`config.mk`:
```
export PLATFORM = sky130hd
export DESIGN_NAME = two_class_fifo_oldest_first_top
export DESIGN_NICKNAME = d
export VERILOG_FILES = /design/src/hdl/tcf_pkg.sv /design/src/hdl/tcf_ram.sv /design/src/hdl/tcf_queue.sv /design/src/hdl/two_class_fifo_oldest_first_top.sv
export SDC_FILE = /design/constraint.sdc
export NUM_CORES = 1
export LEC_CHECK = 0
export BUFFER_PORTS_ARGS = -buffer_cell sky130_fd_sc_hd__buf_4
export CORE_MARGIN = 4
export CORE_UTILIZATION = 40
export DETAILED_ROUTE_END_ITERATION = 6
export PLACE_DENSITY = 0.57
export SYNTH_ARGS = -nofsm -noshare
export SYNTH_HDL_FRONTEND = slang
export SYNTH_SLANG_ARGS = --single-unit
```
`constraint.sdc`:
```
create_clock -name clk -period 5.2 [get_ports clk]
set_input_delay 0.26 -clock clk [delete_from_list [all_inputs] [get_ports clk]]
set_output_delay 0.26 -clock clk [all_outputs]
set_load 0.01 [all_outputs]
```
`src/hdl/tcf_pkg.sv`:
```
// tcf_pkg: shared types and codes for the two-class oldest-first FIFO.
// Holds the request and response beat structs and the per-queue control and status structs.
// No dependencies.
package tcf_pkg;

	localparam int unsigned PAYLOAD_W = 16;
	localparam int unsigned STAMP_W   = 6;

	localparam logic [1:0] REQ_ENQ     = 2'd0;
	localparam logic [1:0] REQ_DEQ_ANY = 2'd1;
	localparam logic [1:0] REQ_DEQ_0   = 2'd2;
	localparam logic [1:0] REQ_DEQ_1   = 2'd3;

	localparam logic [1:0] ST_OK    = 2'd0;
	localparam logic [1:0] ST_EMPTY = 2'd1;
	localparam logic [1:0] ST_FULL  = 2'd2;

	typedef struct packed {
		logic [1:0]           req_type;
		logic                 item_class;
		logic [PAYLOAD_W-1:0] in_payload;
	} tcf_req_t;

	typedef struct packed {
		logic [1:0]           status;
		logic                 out_class;
		logic [PAYLOAD_W-1:0] out_payload;
		logic [STAMP_W-1:0]   out_stamp;
	} tcf_rsp_t;

	typedef struct packed {
		logic rd;
		logic push;
		logic pop;
	} tcf_qctl_t;

	typedef struct packed {
		logic empty;
		logic full;
	} tcf_qstat_t;

endpackage

```
`src/hdl/tcf_ram.sv`:
```
// tcf_ram: generic simple dual-port RAM, one write port, one read port.
// Read data is registered and holds when no read is issued.
// No dependencies.
module tcf_ram #(
	parameter int unsigned WIDTH = 8,
	parameter int unsigned DEPTH = 16
) (
	input  logic                     clk,
	input  logic                     we,
	input  logic [$clog2(DEPTH)-1:0] waddr,
	input  logic [WIDTH-1:0]         wdata,
	input  logic                     re,
	input  logic [$clog2(DEPTH)-1:0] raddr,
	output logic [WIDTH-1:0]         rdata
);

	logic [WIDTH-1:0] mem_q [DEPTH];

	always_ff @(posedge clk) begin
		if (we) begin
			mem_q[waddr] <= wdata;
		end
		if (re) begin
			rdata <= mem_q[raddr];
		end
	end

endmodule

```
`src/hdl/tcf_queue.sv`:
```
// tcf_queue: one class FIFO, entry storage in a tcf_ram plus head and count registers.
// Reads the head entry on request, writes at the tail on push, advances on pop.
// Depends on tcf_pkg and tcf_ram.
module tcf_queue #(
	parameter int unsigned DEPTH  = 16,
	parameter int unsigned DATA_W = 22
) (
	input  logic              clk,
	input  logic              arst_n,
	input  tcf_pkg::tcf_qctl_t ctl,
	input  logic [DATA_W-1:0] wdata,
	output logic [DATA_W-1:0] rdata,
	output tcf_pkg::tcf_qstat_t stat
);
	import tcf_pkg::*;

	localparam int unsigned PTR_W = $clog2(DEPTH);
	localparam int unsigned CNT_W = $clog2(DEPTH + 1);
	localparam int unsigned SUM_W = CNT_W + 1;

	logic [PTR_W-1:0] head_q;
	logic [CNT_W-1:0] count_q;
	logic [SUM_W-1:0] tail_sum;
	logic [PTR_W-1:0] tail;
	logic [PTR_W-1:0] head_nxt;

	always_comb begin
		tail_sum = SUM_W'(head_q) + SUM_W'(count_q);
		if (tail_sum >= SUM_W'(DEPTH)) begin
			tail_sum = tail_sum - SUM_W'(DEPTH);
		end
		tail = tail_sum[PTR_W-1:0];
		head_nxt = (head_q == PTR_W'(DEPTH - 1)) ? '0 : head_q + 1'b1;
	end

	assign stat.empty = (count_q == '0);
	assign stat.full  = (count_q == CNT_W'(DEPTH));

	always_ff @(posedge clk or negedge arst_n) begin
		if (!arst_n) begin
			head_q  <= '0;
			count_q <= '0;
		end else begin
			if (ctl.push) begin
				count_q <= count_q + 1'b1;
			end else if (ctl.pop) begin
				count_q <= count_q - 1'b1;
				head_q  <= head_nxt;
			end
		end
	end

	tcf_ram #(
		.WIDTH(DATA_W),
		.DEPTH(DEPTH)
	) u_ram (
		.clk  (clk),
		.we   (ctl.push),
		.waddr(tail),
		.wdata(wdata),
		.re   (ctl.rd),
		.raddr(head_q),
		.rdata(rdata)
	);

endmodule

```
`src/hdl/two_class_fifo_oldest_first_top.sv`:
```
// Two-class FIFO with oldest-first dequeue: each class keeps its entries and arrival
// stamps in a one-port-read RAM; a 6-bit arrival counter stamps every successful enqueue.
// Each item is handled in steps: the accept cycle reads both queue heads from RAM, the resolve
// state picks the class (class 0 wins ties, age by modular stamp difference), writes or
// pops, and loads the response register. No new beat is taken until the resolve state
// ends; a stalled response holds the resolve state. RAM writes and head reads fall in
// different cycles, so no forwarding is needed. Successful enqueues give no response;
// a full enqueue or an empty dequeue reports its status with payload and stamp zero.
// Depends on tcf_pkg and tcf_queue.
module two_class_fifo_oldest_first_top #(
	parameter int unsigned QUEUE_DEPTH = 16,
	parameter int unsigned TAG_WIDTH   = 16
) (
	input  logic              clk,
	input  logic              arst_n,
	input  logic              req_valid,
	output logic              req_stall,
	input  tcf_pkg::tcf_req_t req,
	output logic              rsp_valid,
	input  logic              rsp_stall,
	output tcf_pkg::tcf_rsp_t rsp
);
	import tcf_pkg::*;

	localparam int unsigned TAG_W  = (TAG_WIDTH < PAYLOAD_W) ? TAG_WIDTH : PAYLOAD_W;
	localparam int unsigned DATA_W = STAMP_W + TAG_W;

	typedef enum logic {
		S_IDLE,
		S_RESOLVE
	} state_t;

	state_t             state_q;
	tcf_req_t           req_s1;
	logic [STAMP_W-1:0] arrival_q;
	logic               rsp_valid_q;
	tcf_rsp_t           rsp_q;

	tcf_qctl_t          ctl0, ctl1;
	tcf_qstat_t         stat0, stat1;
	logic [DATA_W-1:0]  rdata0, rdata1, wdata;

	logic               accept;
	logic               go;
	logic               pick;
	logic [DATA_W-1:0]  pick_data;
	logic [STAMP_W-1:0] diff;
	logic               first_older;
	logic               pick_empty;
	logic               push_ok;
	logic               rsp_load;
	tcf_rsp_t           rsp_d;

	assign req_stall = (state_q != S_IDLE);
	assign accept    = req_valid && !req_stall;
	assign go        = (state_q == S_RESOLVE) && (!rsp_valid_q || !rsp_stall);
	assign rsp_valid = rsp_valid_q;
	assign rsp       = rsp_q;

	assign wdata = {arrival_q, req_s1.in_payload[TAG_W-1:0]};

	always_comb begin
		diff        = rdata0[DATA_W-1 -: STAMP_W] - rdata1[DATA_W-1 -: STAMP_W];
		first_older = (diff == '0) || diff[STAMP_W-1];
		unique case (req_s1.req_type)
			REQ_DEQ_0: pick = 1'b0;
			REQ_DEQ_1: pick = 1'b1;
			REQ_ENQ:   pick = req_s1.item_class;
			default: begin
				if (!stat0.empty && !stat1.empty) begin
					pick = !first_older;
				end else begin
					pick = stat0.empty && !stat1.empty;
				end
			end
		endcase
		pick_data  = pick ? rdata1 : rdata0;
		pick_empty = pick ? stat1.empty : stat0.empty;

		rsp_d.out_class   = pick;
		rsp_d.out_payload = '0;
		rsp_d.out_stamp   = '0;
		push_ok  = 1'b0;
		rsp_load = 1'b1;
		if (req_s1.req_type == REQ_ENQ) begin
			rsp_d.status = ST_FULL;
			if (!(pick ? stat1.full : stat0.full)) begin
				push_ok  = 1'b1;
				rsp_load = 1'b0;
			end
		end else if (pick_empty) begin
			rsp_d.status = ST_EMPTY;
		end else begin
			rsp_d.status      = ST_OK;
			rsp_d.out_payload = PAYLOAD_W'(pick_data[TAG_W-1:0]);
			rsp_d.out_stamp   = pick_data[DATA_W-1 -: STAMP_W];
		end

		ctl0.rd   = accept;
		ctl1.rd   = accept;
		ctl0.push = go && push_ok && !pick;
		ctl1.push = go && push_ok && pick;
		ctl0.pop  = go && (req_s1.req_type != REQ_ENQ) && !pick_empty && !pick;
		ctl1.pop  = go && (req_s1.req_type != REQ_ENQ) && !pick_empty && pick;
	end

	always_ff @(posedge clk) begin
		if (accept) begin
			req_s1 <= req;
		end
	end

	always_ff @(posedge clk or negedge arst_n) begin
		if (!arst_n) begin
			state_q     <= S_IDLE;
			arrival_q   <= '0;
			rsp_valid_q <= 1'b0;
			rsp_q       <= '0;
		end else begin
			if (go && rsp_load) begin
				rsp_valid_q <= 1'b1;
				rsp_q       <= rsp_d;
			end else if (rsp_valid_q && !rsp_stall) begin
				rsp_valid_q <= 1'b0;
			end
			unique case (state_q)
				S_IDLE: begin
					if (accept) begin
						state_q <= S_RESOLVE;
					end
				end
				S_RESOLVE: begin
					if (go) begin
						state_q <= S_IDLE;
						if (push_ok) begin
							arrival_q <= arrival_q + 1'b1;
						end
					end
				end
				default: state_q <= S_IDLE;
			endcase
		end
	end

	tcf_queue #(
		.DEPTH (QUEUE_DEPTH),
		.DATA_W(DATA_W)
	) u_q0 (
		.clk   (clk),
		.arst_n(arst_n),
		.ctl   (ctl0),
		.wdata (wdata),
		.rdata (rdata0),
		.stat  (stat0)
	);

	tcf_queue #(
		.DEPTH (QUEUE_DEPTH),
		.DATA_W(DATA_W)
	) u_q1 (
		.clk   (clk),
		.arst_n(arst_n),
		.ctl   (ctl1),
		.wdata (wdata),
		.rdata (rdata1),
		.stat  (stat1)
	);

endmodule

```
==> metrics.cfg, run 1 <==
[worst_setup_path]
worstSetupStartpointType = flop
arrival_ns = 3.56
cp_data_required_time_ns = 5.54
endpoint_kind = flop
path_max_fanout = 23
critPathKind = flop to flop
path_buf_inv = 1
crit_path_max_incr_delay_ns = 0.75
cpMaxStageDelayCell = nor2_2
path_cells = ha_1 -> fa_1 -> nand3b_1 -> nor2_2 -> buf_4
cp_top_family = simple AND/OR/NAND/NOR gates

[sta]
finalCritPeriodShare_pct = 61.92
slew_headroom_pct = 15.35
slew_violations = 0
fin_hold_ws_ns = 0.2427
period_minus_slack_ns = 3.220
skew_ns = 0.03703
worstMarginPinSlew_ns = 1.270
setup_tns_ns = 0
rsz0062_at_grt = false
fmax_mhz = 310.6
setup_viol = 0
hold_viol = 0

[yosys]
ys_ff_latch = 818
syn_inst = 1721
synth-edff-count = 767
synthArstFlopShare_pct = 6.235
synth.distinct_cells = 49
synthFlopType = edfxtp_1
synth.avg_cell_area_um2 = 18.55
yosys_warnings = 0
synth_nets = 1769
yosysSeqAreaShare_pct = 76.16
syn_area_um2 = 31920

[floorplanning]
die_w_um = 290.5
ioPinCount = 50
floorplan.initialDensity_pct = 40.40
die_area_um2 = 84380
die_y_um = 290.5
coreArea_um2 = 79000
rows = 103

[clocking]
post_cts_buffers = 0
cts_resized = 0
cts_buffers = 87
clockBufferDepth = 3
hold_buffers = 21
insertion_delay_ns = 0.65
numClockSinks = 818
cts_max_level = 3
cts_tree = yes
cts_root_buffer = clkbuf_16
clk_pin_slew_ns = 0.06

[placed_design]
hpwlAfterDp_um = 43110
placed_cells = 2788
gp_congestion = 0.7844
port_buffers = 49

[cells_and_area]
final_common_cell = edfxtp_1
final_cell_mix = 767 x edfxtp_1, 144 x mux2i_1, 99 x nand2_1, 98 x buf_4
layoutNonFillerInstCount = 2968
nets = 1897
multi_input_area_um2 = 7236
n_antenna_cell = 0
drive_gt1_share_pct = 20.80
nFillCells = 6593
regArea_um2 = 24320
area_growth_pct = 15.11

[detailed_routing]
viasPerCell = 5.547
firstDrtPassIters = 5
ant_nets = 0
drc_errors = 0
via_count = 16460
wl_um = 75160
drtIter0Drc = 1743
wl_per_cell_um = 25.32

[status]
status = complete, no violations

[run]
drv_cap = 0

[pwr]
peakVddDrop_v = 0.0003924
power_leakage_nw = 12.61
power_density_nw_per_um2 = 539.8

[global_routing]
antenna_found_initial = 0
grt_pass1_vias = 16740
grt_overflow_total = 0
grt_pass1_wl_um = 111800
track_usage_pct = 17.64
grt_max_degree = 118

[worst_hold_path]
hold_class = primary input to async pin

## report_power, final
part	total, mW	switching [mW]	internal [mW]
Sequential	8.55	0.634	7.92
Clock	5.87	2.53	3.34
Combinational	5.41	3.21	2.19
## per-stage QoR
step	utilization [%]	area (um2)	power [mW]	worst slack [ns]
floorplan	-	31920	12.12	1.451
global placement	42.76	33780	14.06	2.108
detailed placement	42.76	33780	14.14	1.973
CTS	46.47	36710	20.03	1.964
global route	46.51	36740	20.81	1.780
finish	46.51	36740	19.83	1.980
## registers in the layout, indices dropped and copies added, names as in the netlist, 5 cells and up
name              cells
u_q0.count_q          5
u_q1.count_q          5
arrival_q             6
req_s1               19
rsp                  25
u_q1.u_ram.rdata     22
u_q1.u_ram.mem_q    352
u_q0.u_ram.mem_q    352
u_q0.u_ram.rdata     22
## synthesized netlist by cell type (10+ instances only)
library cell	n	share of area, %
a21oi_1	59	0.93
a221oi_1	44	1.2
a222oi_1	22	0.69
a22oi_1	44	1.0
buf_1	14	0.16
buf_2	22	0.34
clkbuf_1	45	0.53
dfrtp_1	51	4.0
edfxtp_1	767	72
ha_1	20	0.78
inv_1	31	0.36
mux2_2	39	1.4
mux2i_1	144	4.5
mux4_2	88	6.2
nand2_1	99	1.2
nand3_1	10	0.16
nor2_1	50	0.59
o21ai_0	81	1.3
xnor2_1	17	0.47
xor2_1	12	0.33
## area by class of cell
type,instances,area share [%]
well taps,1050,3.576
clock buffers,113,6.358
flip-flops and latches,818,66.19
clock inverters,45,1.056
multi-input cells,788,19.69
inverters,31,0.3167
repair buffers,123,2.813
## final timing paths
path	start	end	slack, ns	depth (start not counted)
max	u_q0.head_q[0]	u_q0.u_ram.mem_q[6][11]	1.98	5
min	arst_n	rsp[3]	0.24	2
max reg2reg	u_q0.head_q[0]	u_q0.u_ram.mem_q[6][11]	1.98	5
min reg2reg	u_q1.u_ram.rdata[0]	rsp[6]	0.46	2
max in group asynchronous	arst_n	u_q0.head_q[0]	4.40	2
min in group clk	req[10]	req_s1[10]	0.32	2
## metal layers
layer  wire length [um]  vias up  track usage (%)
li1                   -     7178                -
met1              34310     8619            25.86
met2              34650      549            27.21
met3               4407      117            3.339
met4               1795        0            4.953
met5                  0        -                0
## kinds of logic (layout without fill, tap and decap cells)
kind of cell	count (synthesis)	in the layout	share of synthesized area [%]
buf+inv	115	312	1.497
fa+ha+maj	25	25	1.098
compound gates	275	275	5.790
mux	274	274	12.24
xor+xnor	29	29	0.7957
flops	818	818	76.16
simple gates	185	185	2.423
Note: power is estimated with default switching activity, not from simulation.
==> inputs of run 2 (changes only) <==
PLACE_DENSITY = 0.59   (was 0.57)
clock period = 2.8 ns   (was 5.2 ns; I/O delays follow)
==> run 2 against run 1 <==
Against the previous run: largest power group unchanged; maximum frequency up 22%; register-to-register slack worse by 1.8 ns; largest cell class unchanged; power up 88%; flip-flop and latch count unchanged; clock-buffer cell count up 4; cell count up 1.5%; first-iteration DRC count down 14%.
==> metrics.cfg, run 2 (same netlist as run 1, synthesis figures left out) <==
[floorplanning]
ioPinCount = 50  ; unchanged
rows = 103  ; unchanged
die_y_um = 290.5  ; unchanged
die_area_um2 = 84380  ; unchanged
coreArea_um2 = 79000  ; unchanged
floorplan.initialDensity_pct = 40.40  ; unchanged
die_w_um = 290.5  ; unchanged

[cells_and_area]
drive_gt1_share_pct = 23.03  ; +2.2 points
area_growth_pct = 17.96
fin_util_pct = 47.66  ; +1.2 points
nFillCells = 6452  ; -2.1%
final_area_um2 = 37650  ; +2.5%
final_common_cell = edfxtp_1
nets = 1943  ; +2.4%
final_cell_mix = 767 x edfxtp_1, 144 x mux2i_1, 106 x buf_4, 99 x nand2_1
layoutNonFillerInstCount = 3014  ; +1.5%

[worst_setup_path]
path_cells = ha_2 -> fa_2 -> nand2b_1 -> a21oi_2 -> xor2_1 -> o311ai_4 -> a22o_4 -> buf_12 -> a222oi_1 -> nand2_1
crit_path_max_incr_delay_ns = 0.38  ; -0.37 ns
r2r_cells = 10  ; +5
r2r_slack_ns = 0.17  ; -1.81 ns
cp_top_family = compound AO/OA/AOI/OAI gates
worstReg2RegStart = u_q1.u_ram.rdata[16]
timing.rr.end = rsp[21]
critPathKind = flop to flop
path_max_fanout = 14  ; -39%
path_buf_inv = 1  ; unchanged
worstSetupStartpointType = flop
cp_data_required_time_ns = 3.30  ; -2.24 ns
arrival_ns = 3.13  ; -0.43 ns
endpoint_kind = flop
cpMaxStageDelayCell = edfxtp_1

[sta]
period_minus_slack_ns = 2.632  ; -0.5877 ns
finalCritPeriodShare_pct = 94.01  ; +32 points
worstMarginPinSlew_ns = 1.189  ; -0.08118 ns
skew_ns = 0.03829  ; +0.001263 ns
fmax_mhz = 379.9  ; +22%
slew_headroom_pct = 20.76  ; +5.4 points
setup_viol = 0  ; unchanged
slew_violations = 0  ; unchanged
hold_viol = 0  ; unchanged
fin_hold_ws_ns = 0.1155  ; -0.1272 ns

[clocking]
numClockSinks = 818  ; unchanged
clk_pin_slew_ns = 0.06  ; about the same
cts_max_level = 3  ; unchanged
insertion_delay_ns = 0.65  ; about the same
cts_buffers = 86  ; -1.1%
clockBufferDepth = 3  ; unchanged
cts_root_buffer = clkbuf_16
cts_tree = yes

[detailed_routing]
ant_nets = 0  ; unchanged
viasPerCell = 5.469  ; -1.4%
wl_per_cell_um = 24.29  ; -4.1%
wl_um = 73200  ; -2.6%
drc_errors = 0  ; unchanged
drtIter0Drc = 1492  ; -14%
firstDrtPassIters = 6  ; +1
via_count = 16490  ; +0.13%

[placed_design]
gp_congestion = 0.7979  ; +1.7%
placed_cells = 2832  ; +1.6%
hpwlAfterDp_um = 42930  ; -0.44%
port_buffers = 49  ; unchanged
dpl-instance-area_um2 = 34570  ; +2.3%

[global_routing]
antenna_found_initial = 2  ; +2
grt_pass1_wl_um = 108100  ; -3.3%
track_usage_pct = 17.00  ; -0.64 points
grt_max_degree = 105  ; -11%
grt_overflow_total = 0  ; unchanged
grt_pass1_vias = 16530  ; -1.2%

[pwr]
power_leakage_nw = 12.97  ; +2.9%
peakVddDrop_v = 0.0009242  ; +140%
finalPower_mw = 37.26  ; +88%
power_density_nw_per_um2 = 989.5  ; +83%

[run]
drv_cap = 0  ; unchanged

[worst_hold_path]
hold_class = primary input to async pin

[status]
status = complete, no violations

-- run 2: cell types whose count changed in the layout (fill, tap and decap cells not counted), sizes merged --
cell | before | now
dlygate4sd3 | 21 | 22
clkinvlp | 1 | 2
bufinv | 3 | 5
diode | 0 | 1
buf | 102 | 147
inv | 35 | 32
clkinv | 37 | 31
clkbuf | 113 | 118
-- run 2: final cells by class --
class,count,area (um2),share of cell area [%]
timing repair buffer,170,1853,4.921
antenna,1,2.502,0.006646
tap,1050,1314,3.489
clock inverter,39,385.4,1.023
clock buffer,117,2370,6.294
sequential,818,24320,64.58
inverter,31,116.4,0.3090
multi-input combinational,788,7295,19.37
-- run 2: power by group --
part	total [mW]	leakage, nW	switching [mW]	internal [mW]
clock network	11.0	1.35	4.61	6.41
logic	10.7	3.89	6.31	4.36
registers	15.6	7.74	0.872	14.7
total	37.3	13.0	11.8	25.5
-- run 2: through the flow --
step	setup WS, ns	setup TNS (ns)
after floorplan	-0.2050	-20.36
after global placement	0.08942	0
after detailed placement	0.05767	0
after CTS	0.02938	0
after global routing	-0.01513	-0.01513
final	0.1677	0
-- run 2: routing by layer --
layer  GRT usage, %  share of wire [%]  wire length (um)  vias to the layer above
met5              0                  0                 0                        -
li1               -                  -                 -                     7287
met1          24.61                 44             32550                     8601
met4          4.536                2.2              1634                        0
met2          26.78                 47             34320                      493
met3          3.118                6.4              4692                      104
-- run 2: worst max-delay path by stage --
stage	from	to	slack (ns)	cells after the start
floorplan	req_stall	u_q0.u_ram.mem_q[0][0]	-0.20	6
global placement	u_q0.u_ram.rdata[16]	u_q0.count_q[1]	0.09	10
detailed placement	u_q0.u_ram.rdata[16]	u_q0.count_q[2]	0.06	10
CTS	u_q1.u_ram.rdata[16]	u_q1.count_q[2]	0.03	9
global route	u_q1.u_ram.rdata[16]	rsp[21]	-0.02	10
finish	u_q1.u_ram.rdata[16]	rsp[21]	0.17	10
-- run 2: timing repair --
| item | 4_1_cts | 5_1_grt |
|---|---|---|
| setup endpoints to repair | 0 | 25 |
| gates resized for setup | 0 | 13 |
| hold buffers | 22 | 0 |
| hold endpoints to repair | 84 | 0 |
| setup buffers | 0 | 2 |
==> inputs of run 3 (changes only) <==
SYNTH_HIERARCHICAL = 1   (was default)
==> run 3 against run 2 <==
Against the previous run: combinational power decreased by 7%; non-clock buffer count unchanged; synthesized cell count shrank 12%; maximum frequency decreased by 3.9%; sequential share of layout area is 0.30 points higher; hold slack got worse by 0.067 ns; area after synthesis shrank 0.11%; die area decreased by 0.11%; register-to-register slack got worse by 0.11 ns; sequential power is essentially flat; final area down 0.44%; first-iteration DRC count decreased by 2.1%.
==> metrics.cfg, run 3 <==
[yosys]
synth_area_leaders = edfxtp_1 72%, mux4_2 12%, dfrtp_1 4.0%
synth_common_cells = 767 x edfxtp_1, 176 x mux4_2, 72 x nand2_1
synth_top_family_by_area = multiplexers
synth-edff-count = 767  ; unchanged
synthAdderAreaFrac_pct = 1.099  ; +0.0012 points
synth.avg_cell_area_um2 = 21.12  ; +14%
synth-simple-area-share_pct = 2.562  ; +0.14 points
synthArstFlopShare_pct = 6.235  ; unchanged
syn_inst = 1510  ; -12%
synth_compound_area_share_pct = 4.964  ; -0.83 points
synth_top_area_cell = edfxtp_1
yosys_warnings = 6  ; +6
syn_area_um2 = 31880  ; -0.11%
synth_xor_area_share_pct = 0.6593  ; -0.14 points
synth_top_area_share_pct = 72.24  ; +0.079 points
synthFlopType = edfxtp_1
synth.most_common_cell = edfxtp_1
synthMuxAreaShare_pct = 12.62  ; +0.38 points
yosysSeqAreaShare_pct = 76.24  ; +0.084 points
synth.distinct_cells = 51  ; +4.1%
ys_ff_latch = 818  ; unchanged
synth_nets = 1558  ; -12%

[sta]
hold_viol = 0  ; unchanged
worstMarginPinSlew_ns = 1.138  ; -0.05014 ns
slew_violations = 0  ; unchanged
period_minus_slack_ns = 2.739  ; +0.1071 ns
setup_viol = 0  ; unchanged
finalCritPeriodShare_pct = 97.84  ; +3.8 points
skew_ns = 0.02942  ; -0.008870 ns
rsz0062_at_grt = true
slew_headroom_pct = 24.10  ; +3.3 points
fmax_mhz = 365.0  ; -3.9%
setup_slack_ns = 0.06053  ; -0.1071 ns

[pwr]
power_leakage_nw = 12.45  ; -4.0%
peakVddDrop_v = 0.0007759  ; -16%
power_density_nw_per_um2 = 959.8  ; -3.0%

[global_routing]
grt_pass1_wl_um = 106600  ; -1.4%
grt_max_degree = 93  ; -11%
grt_overflow_total = 0  ; unchanged
antenna_found_initial = 0  ; -2
grt_pass1_vias = 16070  ; -2.8%
gr-usage-met1_pct = 25.09  ; +0.48 points
grt.busiest_layer = met2
met2_usage_pct = 25.98  ; -0.80 points
met3_usage_pct = 3.324  ; +0.21 points
track_usage_pct = 16.85  ; -0.15 points

[cells_and_area]
final_common_cell = edfxtp_1
area_growth_pct = 17.58
layoutNonFillerInstCount = 2812  ; -6.7%
final_cell_mix = 767 x edfxtp_1, 176 x mux4_2, 110 x buf_4, 85 x clkbuf_16, 67 x nand2_1
nets = 1743  ; -10%
regArea_um2 = 24320  ; about the same
multi_input_area_um2 = 7302  ; +0.10%
nFillCells = 6490  ; +0.59%
n_antenna_cell = 0  ; -1
final_area_um2 = 37490  ; -0.44%
drive_gt1_share_pct = 31.44  ; +8.4 points

[floorplanning]
floorplan.initialDensity_pct = 40.36  ; -0.044 points
ioPinCount = 50  ; unchanged
die_area_um2 = 84290  ; -0.11%
rows = 103  ; unchanged
die_w_um = 290.3  ; about the same
die_y_um = 290.3  ; about the same
coreArea_um2 = 79000  ; unchanged

[clocking]
insertion_delay_ns = 0.63  ; -0.02 ns
cts_max_level = 3  ; unchanged
numClockSinks = 818  ; unchanged
cts_buffers = 83  ; -3.5%
cts_tree = yes
clockBufferDepth = 3  ; unchanged
cts_root_buffer = clkbuf_16
clk_pin_slew_ns = 0.06  ; about the same

[worst_setup_path]
worstReg2RegStart = u_q1/u_ram/rdata[16]
worstSetupStartpoint = u_q1/u_ram/rdata[16]
crit_path_end = u_q0/head_q[1]
cpMostUsedCell = o21ai_1
r2r_slack_ns = 0.06  ; -0.11 ns
cp_data_required_time_ns = 3.29  ; about the same
critPathKind = flop to flop
cpMaxStageDelayCell = fa_2
timing.rr.end = u_q0/head_q[1]
path_max_fanout = 6  ; -8
worstSetupStartpointType = flop
path_cells = ha_2 -> fa_2 -> nand2_2 -> or3_1 -> mux2i_1 -> a211o_1 -> o21ai_1 -> o21ai_1 -> nor2b_2 -> buf_6 -> mux2_4
r2r_cells = 11  ; +1
arrival_ns = 3.23  ; +0.10 ns
crit_path_max_incr_delay_ns = 0.53  ; +0.15 ns
endpoint_kind = flop

[worst_hold_path]
hold_start = req_valid
hold_class = primary input to flop

[detailed_routing]
ant_nets = 0  ; unchanged
via_count = 15730  ; -4.6%
drc_errors = 0  ; unchanged
wl_um = 71130  ; -2.8%
wl_per_cell_um = 25.30  ; +4.2%
firstDrtPassIters = 7  ; +1
drtIter0Drc = 1460  ; -2.1%
viasPerCell = 5.595  ; +2.3%

[status]
status = complete, no violations

[placed_design]
hpwlAfterDp_um = 40910  ; -4.7%
placed_cells = 2632  ; -7.1%
place_ws_ns = -0.05696  ; -0.1146 ns
dpl-instance-area_um2 = 34540  ; about the same
port_buffers = 49  ; unchanged
gp_congestion = 0.7867  ; -1.4%

[run]
drv_cap = 0  ; unchanged

[run 3: cell types whose count changed in the layout (fill, tap and decap cells not counted), sizes merged, moves of 40 or more]
cell	previous run	this run
mux2	42	2
o21ai	81	18
mux2i	144	3
a221oi	44	0
a21oi	60	9
a22oi	44	89
mux4	88	176
[run 3: metal layers]
| metal | vias to the layer above | part of all wire [%] |
|---|---|---|
| li1 | 6665 | - |
| met1 | 8499 | 45 |
| met2 | 478 | 47 |
| met3 | 92 | 6.2 |
| met4 | 0 | 1.8 |
| met5 | - | 0 |
[run 3: cell families (layout without fill, tap and decap cells)]
family / Yosys count / in the layout
adders and majority gates: 25 / 25
muxes: 181 / 181
DFF: 818 / 818
AOI/OAI and AO/OA: 176 / 176
buffers and inverters: 109 / 361
xor gates and xnor gates: 24 / 24
and+or+nand+nor: 177 / 177
[run 3: metrics by stage]
step           hold slack, ns  total power [mW]  util [%]  TNS (ns)
2_1_floorplan         -0.1556             22.51         -    -30.59
3_3_place_gp           0.2220             25.46     43.73  -0.03848
3_5_place_dp           0.2357             25.66     43.73   -0.2189
4_1_cts               0.01234             36.29     47.33         0
5_1_grt               0.02828             37.73     47.45   -0.5948
6_report              0.04861             35.98     47.45         0
[run 3: layout make-up]
cell class | instances | area share [%]
timing repair buffer | 170 | 4.799
sequential | 818 | 64.89
multi-input combinational | 583 | 19.48
inverter | 39 | 0.3905
tap | 1050 | 3.504
clock inverter | 50 | 1.098
clock buffer | 102 | 5.844
[run 3: what timing repair did]
action                                  CTS  global route
endpoints found under the setup margin    9            80
pin swaps                                 1             9
buffers inserted                          3             4
hold endpoints to repair                 73             0
hold buffers                             21             0
gates resized for setup                   4            24
[run 3: how the worst min path moves through the flow]
stage / end / slack [ns] / cells after the start
2_1_floorplan: arrival_q[0] / -0.16 / 0
3_3_place_gp: req_stall / 0.22 / 1
3_5_place_dp: req_stall / 0.24 / 1
4_1_cts: u_q0/u_ram/rdata[11] / 0.01 / 2
5_1_grt: u_q0/u_ram/rdata[12] / 0.03 / 2
6_report: u_q0/u_ram/rdata[11] / 0.05 / 2
[run 3: report_power, final]
part           internal [mW]  leakage, nW  switching, mW  total [mW]
clock network           5.97         1.27           4.54        10.5
logic                   4.41         3.43           5.49        9.90
registers               14.7         7.75          0.912        15.6
[run 3: worst max-delay path: cells and delay by family, from the launching register on]
kind            cells  cell delay, ns
compound gates      3            0.37
fa+ha+maj           2            0.75
buf+inv             1            0.13
flops               1            0.40
mux                 2            0.43
simple gates        3            0.53
